### config.mk
export PLATFORM = sky130hd
export DESIGN_NAME = k_group_reversal_buffer
export DESIGN_NICKNAME = d
export VERILOG_FILES = /design/src/design/kgr_pkg.sv /design/src/design/kgr_cell.sv /design/src/design/k_group_reversal_buffer.sv
export SDC_FILE = /design/constraint.sdc
export NUM_CORES = 1
export LEC_CHECK = 0
export ABC_CLOCK_PERIOD_IN_PS = 13450
export BUFFER_PORTS_ARGS = -buffer_cell sky130_fd_sc_hd__buf_2
export CAP_MARGIN = 20
export CELL_PAD_IN_SITES_DETAIL_PLACEMENT = 2
export CELL_PAD_IN_SITES_GLOBAL_PLACEMENT = 2
export CORE_ASPECT_RATIO = 1.4
export CORE_MARGIN = 1.5
export CORE_UTILIZATION = 30
export DETAILED_ROUTE_END_ITERATION = 7
export PLACE_DENSITY = 0.52
export SLEW_MARGIN = 20
export SYNTH_ARGS = -nofsm -noshare
export SYNTH_HDL_FRONTEND = slang
export SYNTH_SLANG_ARGS = --single-unit
### constraint.sdc
create_clock -name clk -period 13.45 [get_ports clk]
set_input_delay 0.6725 -clock clk [delete_from_list [all_inputs] [get_ports clk]]
set_output_delay 0.6725 -clock clk [all_outputs]
set_load 0.01 [all_outputs]
### src/design/kgr_pkg.sv
// Shared widths and the control bundle for the k-group reversal buffer.
package kgr_pkg;

  localparam int DATA_W = 32;
  localparam int CFG_W  = 5;

  typedef logic signed [DATA_W-1:0] data_t;

  typedef struct packed {
    logic load;  // shift one place away from the input, cell 0 takes the new value
    logic pop;   // shift one place toward the input, cell 0 takes its right neighbor
  } cell_ctrl_t;

endpackage

### src/design/kgr_cell.sv
// One storage cell of the group chain: holds one value and trades it with its neighbors.
module kgr_cell (
  input  logic               clk,
  input  kgr_pkg::cell_ctrl_t ctrl,
  input  kgr_pkg::data_t     from_left,
  input  kgr_pkg::data_t     from_right,
  output kgr_pkg::data_t     value
);

  kgr_pkg::data_t stored;

  // load and pop are never raised together
  always_ff @(posedge clk) begin
    if (ctrl.load) begin
      stored <= from_left;
    end else if (ctrl.pop) begin
      stored <= from_right;
    end
  end

  assign value = stored;

endmodule

### src/design/k_group_reversal_buffer.sv
// Top level of the k-group reversal buffer: cell chain, emit sequencer and output register.
//
// The block collects signed 32-bit values into groups of group_size and sends each full
// group out newest first; a group cut short by tlast comes out oldest first, and a size of
// 0 or 1 passes values straight through (sizes above MAX_GROUP act as MAX_GROUP). Each
// accepted value enters a row of MAX_GROUP cells, which shift on every load. When a
// group closes, input is held off while the row drains into the output register, one
// value per cycle while the downstream side does not stall; a new value is taken only
// once the group has gone out to the output register. Reversed groups are popped from
// cell 0 as the row shifts back toward the input; forward groups are read from the
// oldest held cell. m_tlast marks the last result of one group, m_tuser the end of the
// sequence. group_size may be written only while the block is idle.
module k_group_reversal_buffer #(
  parameter int MAX_GROUP = 16
) (
  input  logic        clk,
  input  logic        rst,

  // configuration write channel: group_size
  input  logic        cfg_valid,
  output logic        cfg_ready,
  input  logic [kgr_pkg::CFG_W-1:0] cfg_data,   // [4:0] group_size

  // input stream
  input  logic        s_tvalid,
  output logic        s_tready,
  input  logic [31:0] s_tdata,                  // [31:0] item_value
  input  logic        s_tlast,                  // seq_end

  // result stream
  output logic        m_tvalid,
  input  logic        m_tready,
  output logic [31:0] m_tdata,                  // [31:0] out_value
  output logic        m_tlast,                  // run_last
  output logic        m_tuser                   // out_seq_end
);

  localparam int CNT_W = $clog2(MAX_GROUP + 1);
  localparam int IDX_W = $clog2(MAX_GROUP);
  localparam int CMP_W = (CNT_W > kgr_pkg::CFG_W) ? CNT_W : kgr_pkg::CFG_W;

  localparam logic ST_COLLECT = 1'b0;
  localparam logic ST_EMIT    = 1'b1;

  logic                     state;
  logic [CNT_W-1:0]         cnt;
  logic [kgr_pkg::CFG_W-1:0] group_size;
  logic                     rev;
  logic                     seq;

  kgr_pkg::data_t           cell_val [MAX_GROUP];
  kgr_pkg::cell_ctrl_t      ctrl;

  logic [CMP_W-1:0]         size_w;
  logic [CMP_W-1:0]         k_eff;
  logic [CMP_W-1:0]         cnt_inc;
  logic                     full;
  logic [CNT_W-1:0]         cnt_m1;
  logic [IDX_W-1:0]         rd_idx;
  logic                     accept_in;
  logic                     out_free;
  logic                     emit_go;
  kgr_pkg::data_t           emit_val;

  // Config: always ready; to be written only while idle, which the block itself does not enforce
  assign cfg_ready = 1'b1;

  always_ff @(posedge clk) begin
    if (rst) begin
      group_size <= kgr_pkg::CFG_W'(1);
    end else if (cfg_valid && cfg_ready) begin
      group_size <= cfg_data;
    end
  end

  // Effective group size: saturate at MAX_GROUP, treat 0 as 1
  always_comb begin
    size_w = CMP_W'(group_size);
    if (size_w > CMP_W'(MAX_GROUP)) begin
      k_eff = CMP_W'(MAX_GROUP);
    end else if (size_w == '0) begin
      k_eff = CMP_W'(1);
    end else begin
      k_eff = size_w;
    end
  end

  assign cnt_inc   = CMP_W'(cnt) + CMP_W'(1);
  assign full      = (cnt_inc >= k_eff);
  assign s_tready  = (state == ST_COLLECT);
  assign accept_in = s_tvalid && s_tready;
  assign out_free  = !m_tvalid || m_tready;
  assign emit_go   = (state == ST_EMIT) && out_free;

  // Forward order reads the oldest held value, which sits at cell cnt-1
  assign cnt_m1   = cnt - CNT_W'(1);
  assign rd_idx   = cnt_m1[IDX_W-1:0];
  assign emit_val = rev ? cell_val[0] : cell_val[rd_idx];

  assign ctrl.load = accept_in;
  assign ctrl.pop  = emit_go && rev;

  // Cell row: cell 0 faces the input, cell MAX_GROUP-1 the far end
  for (genvar i = 0; i < MAX_GROUP; i++) begin : g_cell
    kgr_pkg::data_t left_in;
    kgr_pkg::data_t right_in;

    if (i == 0) begin : g_head
      assign left_in = kgr_pkg::data_t'(s_tdata);
    end else begin : g_body
      assign left_in = cell_val[i-1];
    end

    if (i == MAX_GROUP - 1) begin : g_tail
      assign right_in = cell_val[i];
    end else begin : g_inner
      assign right_in = cell_val[i+1];
    end

    kgr_cell u_cell (
      .clk        (clk),
      .ctrl       (ctrl),
      .from_left  (left_in),
      .from_right (right_in),
      .value      (cell_val[i])
    );
  end

  // Sequencer: collect until the group closes, then drain one value per cycle while the output is free
  always_ff @(posedge clk) begin
    if (rst) begin
      state    <= ST_COLLECT;
      cnt      <= '0;
      m_tvalid <= 1'b0;
    end else begin
      case (state)
        ST_COLLECT: begin
          if (m_tvalid && m_tready) begin
            m_tvalid <= 1'b0;
          end
          if (accept_in) begin
            cnt <= cnt_inc[CNT_W-1:0];
            if (full || s_tlast) begin
              state <= ST_EMIT;
            end
          end
        end
        ST_EMIT: begin
          if (out_free) begin
            m_tvalid <= 1'b1;
            cnt      <= cnt_m1;
            if (cnt == CNT_W'(1)) begin
              state <= ST_COLLECT;
            end
          end
        end
        default: begin
          state <= ST_COLLECT;
        end
      endcase
    end
  end

  // Group mode and output payload; no reset needed
  always_ff @(posedge clk) begin
    if (accept_in) begin
      rev <= full && (k_eff >= CMP_W'(2));
      seq <= s_tlast;
    end
    if (emit_go) begin
      m_tdata <= emit_val;
      m_tlast <= (cnt == CNT_W'(1));
      m_tuser <= (cnt == CNT_W'(1)) && seq;
    end
  end

  // Fill count never passes the row length
  a_cnt_bound: assert property (@(posedge clk) disable iff (rst)
    cnt <= CNT_W'(MAX_GROUP))
    else $error("fill count beyond cell row");

  // While collecting there is always a free cell for the next value
  a_collect_room: assert property (@(posedge clk) disable iff (rst)
    (state == ST_COLLECT) |-> (cnt < CNT_W'(MAX_GROUP)))
    else $error("cell row full while collecting");

  // Draining never runs on an empty row
  a_emit_nonempty: assert property (@(posedge clk) disable iff (rst)
    (state == ST_EMIT) |-> (cnt != '0))
    else $error("emit with no held values");

  // The final emit of a group closes the run and returns to collecting
  a_emit_close: assert property (@(posedge clk) disable iff (rst)
    (emit_go && (cnt == CNT_W'(1))) |=> (state == ST_COLLECT) && m_tvalid && m_tlast)
    else $error("group drain did not close its run");

endmodule

# ---- Word level (Yosys, flattened, before mapping)
# Cells that the tools add are included.
# Widths: inputs -> output; s select.
dict set report op_classes {
  addsub 2
  reduce_logical 13
  n_bitwise 2
  n_eq_ne 4
  n_mux 47
  n_lt_le_gt_ge 4
}
# op count
set ops {}
lappend ops {{$mux 32} 33}
lappend ops {{$bmux 32 s4} 1}
lappend ops {{$mux 5} 4}
lappend ops {{$pmux 5 s2} 1}
lappend ops {{$logic_and 1x1->1} 6}
lappend ops {{$mux 1} 6}
lappend ops {{$ne 2x1->1 const B} 3}
lappend ops {{$add 5x1->5 const B} 1}
lappend ops {{$eq 5x1->1 const B} 1}
lappend ops {{$ge 5x2->1 const B} 1}
lappend ops {{$ge 5x5->1} 1}
lappend ops {{$ge 5x5->1 const B} 1}
lappend ops {{$gt 5x5->1 const B} 1}
lappend ops {{$logic_not 5->1} 1}
lappend ops {{$not 4->5} 1}
lappend ops {{$sub 5x1->5 const B} 1}
lappend ops {{$pmux 1 s2} 2}
lappend ops {{$reduce_and 2->1} 2}
lappend ops {{$logic_or 1x1->1} 2}
lappend ops {{$reduce_bool 2->1} 1}
lappend ops {{$logic_not 1->1} 1}
lappend ops {{$not 1->1} 1}
dict set report word_totals {
  out_inout_bits 37
  word_cells 97
  in_bits 43
  register_bits 560
}

# ---- Longest topological paths before layout
# Gate-level depths: netlist of run 1.
dict set report logic_depth {
  ltp_word 8
  depth_mapped 12
}

# ---- Modules after synthesis
# From an unflattened synthesis of run 1, not the netlist that was laid out.
dict set report hier_totals {
  cells_unflattened 1650
  hier_area_um2 30395.4
}
# module cells_per_inst area_per_inst_um2 instances seq_area_each_um2
set by_module_without_submodules {}
lappend by_module_without_submodules {kgr_cell 69 1507.7 16 960.9}
lappend by_module_without_submodules {k_group_reversal_buffer 546 6272.3 1 1321.3}

# ---- Least setup slack after synthesis of run 1
# Ideal clock, no wire load.
dict set report synth_path {
  path_type {in2reg}
  start {input port m_tready}
  end {register g_cell[0].u_cell.stored[0] (enable)}
  setup_time_ps 845
  required_ps 12605
  path_stages 3
  slack_ps 1173
  t_arrival_ps 11432
  path_cell_list {nand2b_1 -> and2_1 -> a21o_1}
}
dict set report synth_via {
  elab_chain_len 4
}
# element line
set synth_lines {}
lappend synth_lines {{start: declaration} k_group_reversal_buffer.sv:32} ;# input logic m_tready,
lappend synth_lines {{$logic_or 1x1->1} k_group_reversal_buffer.sv:92} ;# assign out_free = !m_tvalid || m_tready;
lappend synth_lines {{$logic_and 1x1->1} k_group_reversal_buffer.sv:93} ;# assign emit_go = (state == ST_EMIT) && out_free;
lappend synth_lines {{named net emit_go} k_group_reversal_buffer.sv:62} ;# logic emit_go;
lappend synth_lines {{$logic_and 1x1->1} k_group_reversal_buffer.sv:101} ;# assign ctrl.pop = emit_go && rev;
lappend synth_lines {{$reduce_bool 2->1 (no line)} n/a}
lappend synth_lines {{end signal: assignment} kgr_cell.sv:15} ;# stored <= from_left;
lappend synth_lines {{end signal: assignment} kgr_cell.sv:17} ;# stored <= from_right;
lappend synth_lines {{end: declaration} kgr_cell.sv:10} ;# kgr_pkg::data_t stored;
# The timed path passes the listed nets, and every way through them passes these cells.
# A chain may end at the register's enable or synchronous reset.

# ---- Worst setup path after layout of run 1
dict set report layout_path {
  start {register rev}
  end {register g_cell[1].u_cell.stored[5] (enable)}
}
dict set report layout_via {
  elab_chain_len 2
}
# element line
set layout_lines {}
lappend layout_lines {{start: declaration} k_group_reversal_buffer.sv:48} ;# logic rev;
lappend layout_lines {{start signal: assignment} k_group_reversal_buffer.sv:167} ;# rev <= full && (k_eff >= CMP_W'(2));
lappend layout_lines {{$logic_and 1x1->1} k_group_reversal_buffer.sv:101}
lappend layout_lines {{$reduce_bool 2->1 (no line)} n/a}
lappend layout_lines {{end signal: assignment} kgr_cell.sv:15}
lappend layout_lines {{end signal: assignment} kgr_cell.sv:17}
lappend layout_lines {{end: declaration} kgr_cell.sv:10}
# No other way between the ends.

==> metrics.md, run 1 <==
| Metric | Value |
|---|---|
| Status | `completed` |
| Final Hold Vio Count | `0` |
| Syn Inst Count | `1581` |
| Net Sw Frac | `0.337` |
| FF-to-FF End | `g_cell[1].u_cell.value[5]$_DFFE_PP_` |
| Die Wd | `259 µm` |
| Total CTS buffers | `60` |
| Area of the die | `0.0937 mm²` |
| Post-cts resize count | `0` |
| Drt pass-1 iters | `6` |
| Avg WL per Cell | `21.9 µm` |
| GRT Util Overall | `0.136` |
| Distinct cell type count after synthesis | `43` |
| Clock Skews | `0.0232 ns` |
| Critical path capture point | `g_cell[1].u_cell.value[5]$_DFFE_PP_` |
| IO Count | `80` |
| Syn_area_per_cell | `17.4 µm²` |
| Reg2reg start | `rev$_DFFE_PP_` |
| Initial Util | `0.302` |
| Row count | `131` |
| Net switching power | `0.00268 W` |
| Fin Setup TNS | `0 ns` |
| Placed Instance Area | `0.0290 mm²` |
| Clk slew on worst S/H paths | `0.06 ns` |
| Sink Count | `560` |
| DR DRC count | `0` |
| EDFF count, synth | `548` |
| CTS tree | `built` |
| Combinational share of power | `0.372` |
| Worst Setup SP | `rev$_DFFE_PP_` |
| Hold_ws | `0.255 ns` |
| Clk pwr share | `0.198` |
| Final-report setup violation count | `0` |
| Slew headroom | `0.248` |
| Period utilization | `0.351` |
| Type of the most critical hold path | `input port to flip-flop` |
| Critical path data required time | `13.70 ns` |
| Via Count | `14.3k` |
| Peak supply drop | `0.164 mV` |
| Worst-Margin Slew | `1.13 ns` |
| Final antenna-violating net count | `0` |
| Chip height | `362 µm` |
| Starting DRT DRC Count | `700` |
| DR vias/cell | `4.99` |
| PD cells | `258 mW/mm²` |
| Clk root buf | `clkbuf_16` |
| I/O Buffers | `78` |
| Core area | `0.0911 mm²` |
| Post-synthesis cell area | `0.0275 mm²` |
| Layout Nets | `1683` |
| Tmin final | `4.72 ns` |
| Initial antenna violation count | `0` |
| Fraction of final layout cells sized beyond drive strength 1 | `0.492` |
| Sequential area share after synthesis | `0.606` |
| Hold buffer count at CTS | `0` |
| RSZ-0062 raised after global routing | `false` |
| Clock Path Buffers | `3` |
| Grt total ovfl | `0` |
| Fillers | `9149` |
| Final Instance Area | `0.0308 mm²` |
| Area delta synth->final | `11.9%` |
| CP Launch Type | `flip-flop` |
| Global-route wire length before repair | `99.6 mm` |
| Inst Count DP | `2766` |
| Int Power | `0.00527 W` |
| GP Congestion | `0.667` |
| H-tree levels | `2` |
| Final number of max-transition violations | `0` |
| Ant diodes | `0` |
| Largest net degree at the start of global routing | `187` |
| Seq cells post-synth | `560` |
| WP data arrival | `4.97 ns` |
| R2R setup slack | `8.73 ns` |
| Ys async rst share | `0` |
| Crit-path max FO | `97` |
| Worst r2r path cells | `6` |
| Vias in the first global route | `16.1k` |
| Post-CTS Setup Inserts | `0` |
| LEAKAGE | `10.1 nW` |
| Finished Layout Cells | `2871` |
| Critical path class | `flip-flop to flip-flop` |
| Max-cap violations | `0` |
| Total wire length | `63.0 mm` |
| Warnings, synthesis | `0` |
| Synthesized net count | `1632` |
| Predominant post-synthesis flop cell | `edfxtp_1` |
| Seq pwr share | `0.430` |
| Critical path endpoint category | `flip-flop` |
| DP HPWL | `35.0 mm` |
| Skew-Pair Late Insertion Delay | `0.64 ns` |
| Fmax | `0.212 GHz` |
metrics by stage:
| stage | util | setup slack, ns | total power [W] |
|---|---|---|---|
| after detailed placement | 0.318 | 8.60 | 0.00652 |
| after global routing | 0.338 | 8.33 | 0.00849 |
| after floorplan | - | 1.17 | 0.00575 |
| final | 0.338 | 8.73 | 0.00795 |
| after CTS | 0.338 | 8.63 | 0.00816 |
| after global placement | 0.318 | 8.73 | 0.00642 |
power by group through the flow:
stage / Sequential (W) / Combinational, W / Clock [W]
finish: 0.00341 / 0.00296 / 0.00157
global route: 0.00353 / 0.00326 / 0.00170
CTS: 0.00344 / 0.00307 / 0.00165
detailed placement: 0.00347 / 0.00305 / 0
global placement: 0.00344 / 0.00299 / 0
floorplan: 0.00339 / 0.00236 / 0
synthesized netlist by cell type, types with 2 or more instances:
master / n / area (µm²)
mux2_2: 481 / 5420
o21ai_0: 3 / 15.0
nand3_1: 2 / 10.0
ha_1: 8 / 100
a31oi_2: 30 / 375
clkbuf_1: 15 / 56.3
buf_2: 66 / 330
nand2b_1: 2 / 12.5
dfxtp_1: 12 / 240
xnor2_1: 3 / 26.3
or3_1: 4 / 25.0
nand2_1: 132 / 495
a21o_1: 2 / 15.0
nor2_1: 9 / 33.8
buf_6: 15 / 169
edfxtp_1: 548 / 16500
and2_1: 2 / 12.5
a32o_1: 32 / 320
inv_1: 36 / 135
mux2i_1: 4 / 40.0
xor2_1: 2 / 17.5
buf_4: 15 / 113
a31oi_1: 3 / 18.8
nor2b_1: 2 / 12.5
mux4_2: 128 / 2880
a21oi_1: 8 / 40.0
logic make-up (layout without fill, tap and decap cells):
family          Yosys count  in the layout  synth area share
other cells               1              1          0.000136
simple gates            158            158            0.0234
flops                   560            560             0.606
buf+inv                 148            241            0.0293
compound gates           86             86            0.0316
mux                     613            613             0.303
fa+ha+maj                 8              8           0.00363
xor+xnor                  7              7           0.00318
flip-flops by register name (all words and copies together) (netlist names):
name                 count
g_cell.u_cell.value    512
m_tdata                 32
cnt                      5
group_size               5
m_tlast                  1
m_tuser                  1
m_tvalid                 1
rev                      1
seq                      1
state                    1
per-layer routing:
metal  vias to the layer above  wire (µm)  track usage
met4                         0       1410       0.0383
met1                      7674      27800        0.175
met3                        87       1830       0.0209
met2                       155      31900        0.236
li1                       6411          -            -
met5                         -          0            0
how the worst min path moves through the flow:
stage	from	to	slack, ns	depth (start not counted)
global route	s_tlast	seq$_DFFE_PP_	0.21	1
floorplan	g_cell[14].u_cell.value[0]$_DFFE_PP_	g_cell[15].u_cell.value[0]$_DFFE_PP_	0.44	0
detailed placement	g_cell[14].u_cell.value[17]$_DFFE_PP_	g_cell[15].u_cell.value[17]$_DFFE_PP_	0.46	0
finish	cfg_data[0]	group_size[0]$_SDFFE_PP1P_	0.25	2
global placement	g_cell[14].u_cell.value[21]$_DFFE_PP_	g_cell[15].u_cell.value[21]$_DFFE_PP_	0.45	0
CTS	s_tlast	seq$_DFFE_PP_	0.19	1
final cells by class:
class                   count  area [µm²]  share of cell area
flip-flops and latches    560       16700               0.542
multi-input cells         873       10100               0.327
clock buffers              76        1560              0.0507
well taps                1197        1500              0.0486
repair buffers            101         621              0.0201
clock inverters            28         214             0.00694
inverters                  36         135             0.00439
worst max-delay path: stages (launching register included):
cell and delay, ns:
edfxtp_1 0.35, buf_4 0.67, a21o_4 0.42, buf_12 0.42, buf_16 0.42, buf_4 0.87
buf_4 0.90
layout by cell type, fill, tap and decap left out, types with 7 or more instances in the layout:
cell | Yosys | final
clkbuf_16 | 0 | 60
a32o_1 | 32 | 32
clkinv_2 | 0 | 7
a31oi_2 | 30 | 30
a21oi_1 | 8 | 8
nand2_1 | 132 | 132
buf_4 | 15 | 19
clkinv_1 | 0 | 15
clkbuf_1 | 15 | 16
dfxtp_1 | 12 | 11
edfxtp_1 | 548 | 548
buf_2 | 66 | 78
nor2_1 | 9 | 9
inv_1 | 36 | 36
mux4_2 | 128 | 128
mux2_2 | 481 | 481
ha_1 | 8 | 7
No activity file was read; power rests on OpenSTA's default activity.
==> run 2, diff against run 1 <==
- ABC_AREA: default -> 1
- ABC_CLOCK_PERIOD_IN_PS: 13450 -> 3800
- PLACE_DENSITY: 0.52 -> 0.65
- clock period: 13.45 -> 3.8 ns (I/O delays scaled with it)
==> metrics.md, run 2 <==
| Metric | Value |
|---|---|
| Clock Skews | `0.0192 ns (-0.00399 ns)` |
| Seq cells post-synth | `560 (unchanged)` |
| Vias in the first global route | `26.3k (+63%)` |
| Most common cell after layout, fill and taps aside | `nand2_1` |
| Critical path data required time | `4.32 ns (-9.38 ns)` |
| Grt total ovfl | `0 (unchanged)` |
| CTS tree | `built` |
| Skew-Pair Late Insertion Delay | `0.64 ns (about the same)` |
| Largest net degree at the start of global routing | `164 (-12%)` |
| Via Count | `23.7k (+65%)` |
| Placed Instance Area | `0.0302 mm² (+4.0%)` |
| IO Count | `80 (unchanged)` |
| Tmin final | `3.21 ns (-1.52 ns)` |
| Critical path endpoint category | `flip-flop` |
| Starting DRT DRC Count | `1455 (+110%)` |
| Sequential area share after synthesis | `0.579 (-0.0275)` |
| Initial Util | `0.302 (about the same)` |
| Area delta synth->final | `13.6%` |
| Hold buffer count at CTS | `48 (+48)` |
| Worst Setup SP | `cnt[0]$_SDFFE_PP0P_` |
| Final antenna-violating net count | `0 (unchanged)` |
| CP peak stage delay | `0.60 ns (-0.30 ns)` |
| Predominant post-synthesis flop cell | `edfxtp_1` |
| Distinct cell type count after synthesis | `27 (-37%)` |
| Syn Inst Count | `3463 (+120%)` |
| Synthesized net count | `3514 (+120%)` |
| Clock Path Buffers | `3 (unchanged)` |
| Post-CTS Setup Inserts | `0 (unchanged)` |
| Synth cell count leaders | `nand2_1, edfxtp_1, nand3_1, buf_2, o21ai_0` |
| Row count | `134 (+2.3%)` |
| GRT Util Overall | `0.198 (+0.0614)` |
| Peak supply drop | `0.617 mV (+280%)` |
| Max reg flops | `512 (unchanged)` |
| Avg WL per Cell | `20.2 µm (-8.0%)` |
| Post-synthesis cell area | `0.0289 mm² (+4.7%)` |
| Final Instance Area | `0.0328 mm² (+6.4%)` |
| Max-cap violations | `0 (unchanged)` |
| Worst-Margin Slew | `0.987 ns (-0.141 ns)` |
| Final Hold Vio Count | `0 (unchanged)` |
| DR DRC count | `0 (unchanged)` |
| DR vias/cell | `4.98 (-0.27%)` |
| Clk root buf | `clkbuf_16` |
| Final-report setup violation count | `0 (unchanged)` |
| DP HPWL | `56.3 mm (+61%)` |
| WP data arrival | `3.72 ns (-1.25 ns)` |
| Status | `completed` |
| Adder-cell share of the synthesized area | `0.00347 (-0.000165)` |
| Hold Path Origin | `s_tvalid` |
| Type of the most critical hold path | `input port to flip-flop` |
| CP Launch Type | `flip-flop` |
| Final number of max-transition violations | `0 (unchanged)` |
| CP max-delay cell | `buf_12` |
| Post-synthesis compound-gate area fraction | `0.0124 (-0.0193)` |
| Pre-CTS setup slack | `0.950 ns (-7.65 ns)` |
| Fraction of final layout cells sized beyond drive strength 1 | `0.0676 (-0.425)` |
| Global-route wire length before repair | `152 mm (+53%)` |
| RSZ-0062 raised after global routing | `false` |
| H-tree levels | `3 (+1)` |
| Clk slew on worst S/H paths | `0.06 ns (about the same)` |
| Final Total Pwr | `0.0252 W (+220%)` |
| Ant diodes | `0 (unchanged)` |
| Simple-gate share of the synthesized area | `0.349 (+0.326)` |
| Multiplexer area fraction after synthesis | `0 (-0.303)` |
| Post-cts resize count | `0 (unchanged)` |
| Crit-path max FO | `163 (+68%)` |
| I/O Buffers | `78 (unchanged)` |
| Syn_area_per_cell | `8.33 µm² (-52%)` |
| Largest cells by area after synthesis | `edfxtp_1, nand2_1, nand3_1, buf_2, buf_6` |
| EDFF count, synth | `548 (unchanged)` |
| Hold_ws | `0.230 ns (-0.0248 ns)` |
| Final WS setup | `0.595 ns (-8.13 ns)` |
| PD cells | `769 mW/mm² (+200%)` |
| LEAKAGE | `14.5 nW (+43%)` |
| Cell Chain, Critical Path | `buf_12 > ha_1 > nand3_1 > xor2_1 > inv_1 > ha_1 > and3_1 > nand2_1 > nand3b_1 > nand2_1 > a21oi_1 > dlygate4sd3_1` |
| Top-area cell type share of the netlist area | `0.570 (-0.0271)` |
| Total wire length | `96.0 mm (+52%)` |
| Period utilization | `0.843 (+0.492)` |
| Chip height | `370 µm (+2.3%)` |
| GP Congestion | `0.750 (+12%)` |
| Initial antenna violation count | `5 (+5)` |
| Area of the die | `0.0981 mm² (+4.7%)` |
| Reg2reg start | `cnt[0]$_SDFFE_PP0P_` |
| Core area | `0.0954 mm² (+4.7%)` |
| Die Wd | `265 µm (+2.3%)` |
| Fmax | `0.312 GHz (+47%)` |
| Warnings, synthesis | `0 (unchanged)` |
| Synth area leader | `edfxtp_1` |
| Ys async rst share | `0 (unchanged)` |
| Drt pass-1 iters | `4 (-2)` |
| Sink Count | `560 (unchanged)` |
| Critical path class | `flip-flop to flip-flop` |
| Most frequent cells in the layout | `nand2_1, edfxtp_1, nand3_1` |
| Fillers | `10.7k (+17%)` |
| Slew headroom | `0.342 (+0.0938)` |
| Total CTS buffers | `66 (+10%)` |
| Post-Synth XOR/XNOR Area | `0.00312 (-0.0000573)` |
| Layout Nets | `3540 (+110%)` |
| Count leader, synth | `nand2_1` |
| Main combinational cell family by area after synthesis | `simple AND/OR/NAND/NOR gates` |
==> run 2: logic make-up (layout without fill, tap and decap cells) <==
| kind of cell | after synthesis | after routing |
|---|---|---|
| xor gates and xnor gates | 6 | 6 |
| adders and majority gates | 8 | 8 |
| DFF | 560 | 560 |
| AOI/OAI and AO/OA | 71 | 71 |
| buffers and inverters | 270 | 341 |
| and+or+nand+nor | 2547 | 2547 |
| other | 1 | 1 |
==> run 2: critical path: cells and delay by family, from the launching register on <==
family | cells | cell delay (ns)
flops | 1 | 0.39
fa+ha+maj | 2 | 0.62
compound gates | 1 | 0.06
simple gates | 5 | 0.53
buf+inv | 3 | 1.23
xor+xnor | 1 | 0.22
==> run 2: through the flow <==
step | TNS (ns) | util | std cells
floorplan | -2355.58 | - | 3463
global placement | 0 | 0.316 | 4597
detailed placement | 0 | 0.316 | 4597
CTS | 0 | 0.344 | 4758
global route | 0 | 0.344 | 4758
finish | 0 | 0.344 | 4758
==> run 2: area by class of cell <==
cell class	count	area (µm²)	share of cell area
flip-flops and latches	560	16700	0.510
inverters	51	211	0.00645
multi-input cells	2633	10700	0.326
clock buffers	83	1860	0.0569
repair buffers	177	1530	0.0466
well taps	1224	1530	0.0467
clock inverters	30	265	0.00809
==> run 2: path summary, 6_finish.rpt <==
path / depth (start not counted) / slack (ns) / to
hold / removal: 4 / 0.23 / g_cell[13].u_cell.value[21]$_DFFE_PP_
setup / recovery: 12 / 0.59 / state$_SDFF_PP0_
hold reg to reg: 0 / 0.49 / g_cell[15].u_cell.value[5]$_DFFE_PP_
setup reg to reg: 12 / 0.59 / state$_SDFF_PP0_
==> run 2: report_power, final <==
part | switching (W) | internal (W)
registers | 0.00132 | 0.00919
clock network | 0.00270 | 0.00379
logic | 0.00576 | 0.00245
==> run 2: layer usage <==
metal / global-route usage / part of all wire / up-vias
li1: - / - / 11300
met3: 0.0230 / 0.030 / 118
met2: 0.337 / 0.47 / 310
met5: 0 / 0 / -
met1: 0.261 / 0.47 / 12000
met4: 0.0625 / 0.023 / 0
==> run 3, diff against run 2 <==
- ABC_AREA: 1 -> 0
- ABC_CLOCK_PERIOD_IN_PS: 3800 -> 2750
- PLACE_DENSITY: 0.65 -> 0.54
- clock period: 3.8 -> 2.75 ns (I/O delays scaled with it)
==> metrics.md, run 3 (synthesis results as in run 1) <==
| Metric | Value |
|---|---|
| Status | `completed` |
| Footprint of the multi-input gates | `0.0101 mm² (-5.5%)` |
| Final WS setup | `0.263 ns (-0.332 ns)` |
| GP Congestion | `0.692 (-7.8%)` |
| Max-cap violations | `0 (unchanged)` |
| Starting DRT DRC Count | `680 (-53%)` |
| Max reg flops | `512 (unchanged)` |
| H-tree levels | `3 (unchanged)` |
| Via Count | `14.8k (-38%)` |
| Final Instance Area | `0.0322 mm² (-1.9%)` |
| Slew headroom | `0.394 (+0.0520)` |
| Global-route wire length before repair | `101 mm (-33%)` |
| GRT Util Overall | `0.140 (-0.0576)` |
| Drt pass-1 iters | `4 (unchanged)` |
| Chip height | `362 µm (-2.3%)` |
| Period utilization | `0.904 (+0.0608)` |
| Skew-Pair Late Insertion Delay | `0.61 ns (-0.03 ns)` |
| Crit-path max FO | `13 (-92%)` |
| Area of the die | `0.0937 mm² (-4.5%)` |
| CP top delay family | `multiplexers` |
| Final number of max-transition violations | `0 (unchanged)` |
| Grt total ovfl | `0 (unchanged)` |
| CP peak stage delay | `0.55 ns (-0.05 ns)` |
| Final-report setup violation count | `0 (unchanged)` |
| Initial Util | `0.302 (about the same)` |
| Sink Count | `560 (unchanged)` |
| Core area | `0.0911 mm² (-4.5%)` |
| Fillers | `9078 (-16%)` |
| Cell Chain, Critical Path | `inv_1 > ha_4 > buf_4 > mux4_2 > nand2_1 > a32o_1 > a31oi_2` |
| Vias in the first global route | `16.6k (-37%)` |
| CP max-delay cell | `mux4_2` |
| Layout Nets | `1772 (-50%)` |
| Die Wd | `259 µm (-2.3%)` |
| Fin Setup TNS | `0 ns (unchanged)` |
| Clk root buf | `clkbuf_16` |
| Most common cell after layout, fill and taps aside | `edfxtp_1` |
| RSZ-0062 raised after global routing | `false` |
| PD cells | `1260 mW/mm² (+64%)` |
| Largest net degree at the start of global routing | `91 (-45%)` |
| Fraction of final layout cells sized beyond drive strength 1 | `0.492 (+0.425)` |
| Total CTS buffers | `67 (+1.5%)` |
| Critical path class | `flip-flop to flip-flop` |
| Fmax | `0.402 GHz (+29%)` |
| Tmin final | `2.49 ns (-0.718 ns)` |
| Placed Instance Area | `0.0297 mm² (-1.5%)` |
| Post-CTS Setup Inserts | `0 (unchanged)` |
| Critical path data required time | `3.10 ns (-1.22 ns)` |
| IO Count | `80 (unchanged)` |
| Critical path endpoint category | `flip-flop` |
| Clock Path Buffers | `3 (unchanged)` |
| Final Hold Vio Count | `0 (unchanged)` |
| Avg WL per Cell | `21.9 µm (+8.3%)` |
| Final Total Pwr | `0.0405 W (+61%)` |
| Type of the most critical hold path | `input port to flip-flop` |
| Most frequent cells in the layout | `edfxtp_1, mux2_2, nand2_1` |
| Area delta synth->final | `16.8%` |
| Register area | `0.0167 mm² (about the same)` |
| Worst-Margin Slew | `0.909 ns (-0.0780 ns)` |
| Peak supply drop | `0.529 mV (-14%)` |
| LEAKAGE | `10.7 nW (-26%)` |
| DR DRC count | `0 (unchanged)` |
| DR vias/cell | `4.98 (+0.14%)` |
| Finished Layout Cells | `2962 (-38%)` |
| Initial antenna violation count | `0 (-5)` |
| Row count | `131 (-2.2%)` |
| WP buf/inv | `2 (-1)` |
| Clock Skews | `0.0234 ns (+0.00420 ns)` |
| WP data arrival | `2.83 ns (-0.89 ns)` |
| DP HPWL | `39.0 mm (-31%)` |
| Ant diodes | `0 (unchanged)` |
| I/O Buffers | `78 (unchanged)` |
| CP Launch Type | `flip-flop` |
| Clk slew on worst S/H paths | `0.06 ns (about the same)` |
| Total wire length | `64.7 mm (-33%)` |
| Final antenna-violating net count | `0 (unchanged)` |
| Inst Count DP | `2800 (-39%)` |
| CTS tree | `built` |
| Pre-CTS setup slack | `0.239 ns (-0.711 ns)` |
==> run 3: cell types whose count changed in the layout (fill, tap and decap cells not counted), sizes merged, moves of 6 or more <==
cell / before / now
o21ai: 58 / 3
mux4: 0 / 128
nand3: 391 / 2
nand2: 2151 / 132
nor2: 3 / 9
a31oi: 0 / 33
mux2: 0 / 481
inv: 50 / 38
a32o: 0 / 32
==> run 3: layout make-up <==
class                           count  share of cell area
Tap cell                         1197              0.0466
Clock inverter                     28             0.00572
Multi-Input combinational cell    873               0.314
Inverter                           36             0.00420
Clock buffer                       85              0.0555
Sequential cell                   560               0.519
Timing Repair Buffer              183              0.0552
==> run 3: repair_timing <==
| item | in CTS | in global routing |
|---|---|---|
| endpoints found under the hold margin | 45 | 0 |
| hold buffers | 49 | 0 |
| resized for setup | 0 | 0 |
==> run 3: per-layer routing <==
metal  track usage  routed length (µm)  vias to the layer above
met5             0                   0                        -
met4        0.0487                1520                        0
li1              -                   -                     6610
met1         0.172               27500                     7895
met2         0.248               33700                      179
met3        0.0213                1990                       77
==> run 3: path summary, 6_finish.rpt <==
check | from | to | slack [ns] | cells after the start
worst max-delay path | cnt[1]$_SDFFE_PP0P_ | m_tdata[7]$_DFFE_PP_ | 0.26 | 7
worst min-delay path | s_tvalid | g_cell[15].u_cell.value[28]$_DFFE_PP_ | 0.17 | 3
worst max register to register | cnt[1]$_SDFFE_PP0P_ | m_tdata[7]$_DFFE_PP_ | 0.26 | 7
worst min register to register | g_cell[14].u_cell.value[19]$_DFFE_PP_ | g_cell[15].u_cell.value[19]$_DFFE_PP_ | 0.47 | 0
==> run 3: stage by stage <==
| step | utilization | hold WS [ns] |
|---|---|---|
| floorplan | - | 0.236 |
| global placement | 0.326 | 0.335 |
| detailed placement | 0.326 | 0.345 |
| CTS | 0.353 | 0.130 |
| global route | 0.353 | 0.154 |
| finish | 0.353 | 0.166 |
==> run 3: report_power, final <==
group	switching, W	leakage (nW)	internal (W)	total [W]
logic	0.00756	4.37	0.00805	0.0156
clock network	0.00355	0.966	0.00476	0.00831
registers	0.00232	5.40	0.0143	0.0166
==> run 3: tightest hold or removal path, cell delays in order <==
cell and delay (ns):
buf_2 0.11, nor2b_4 0.13, buf_12 0.18
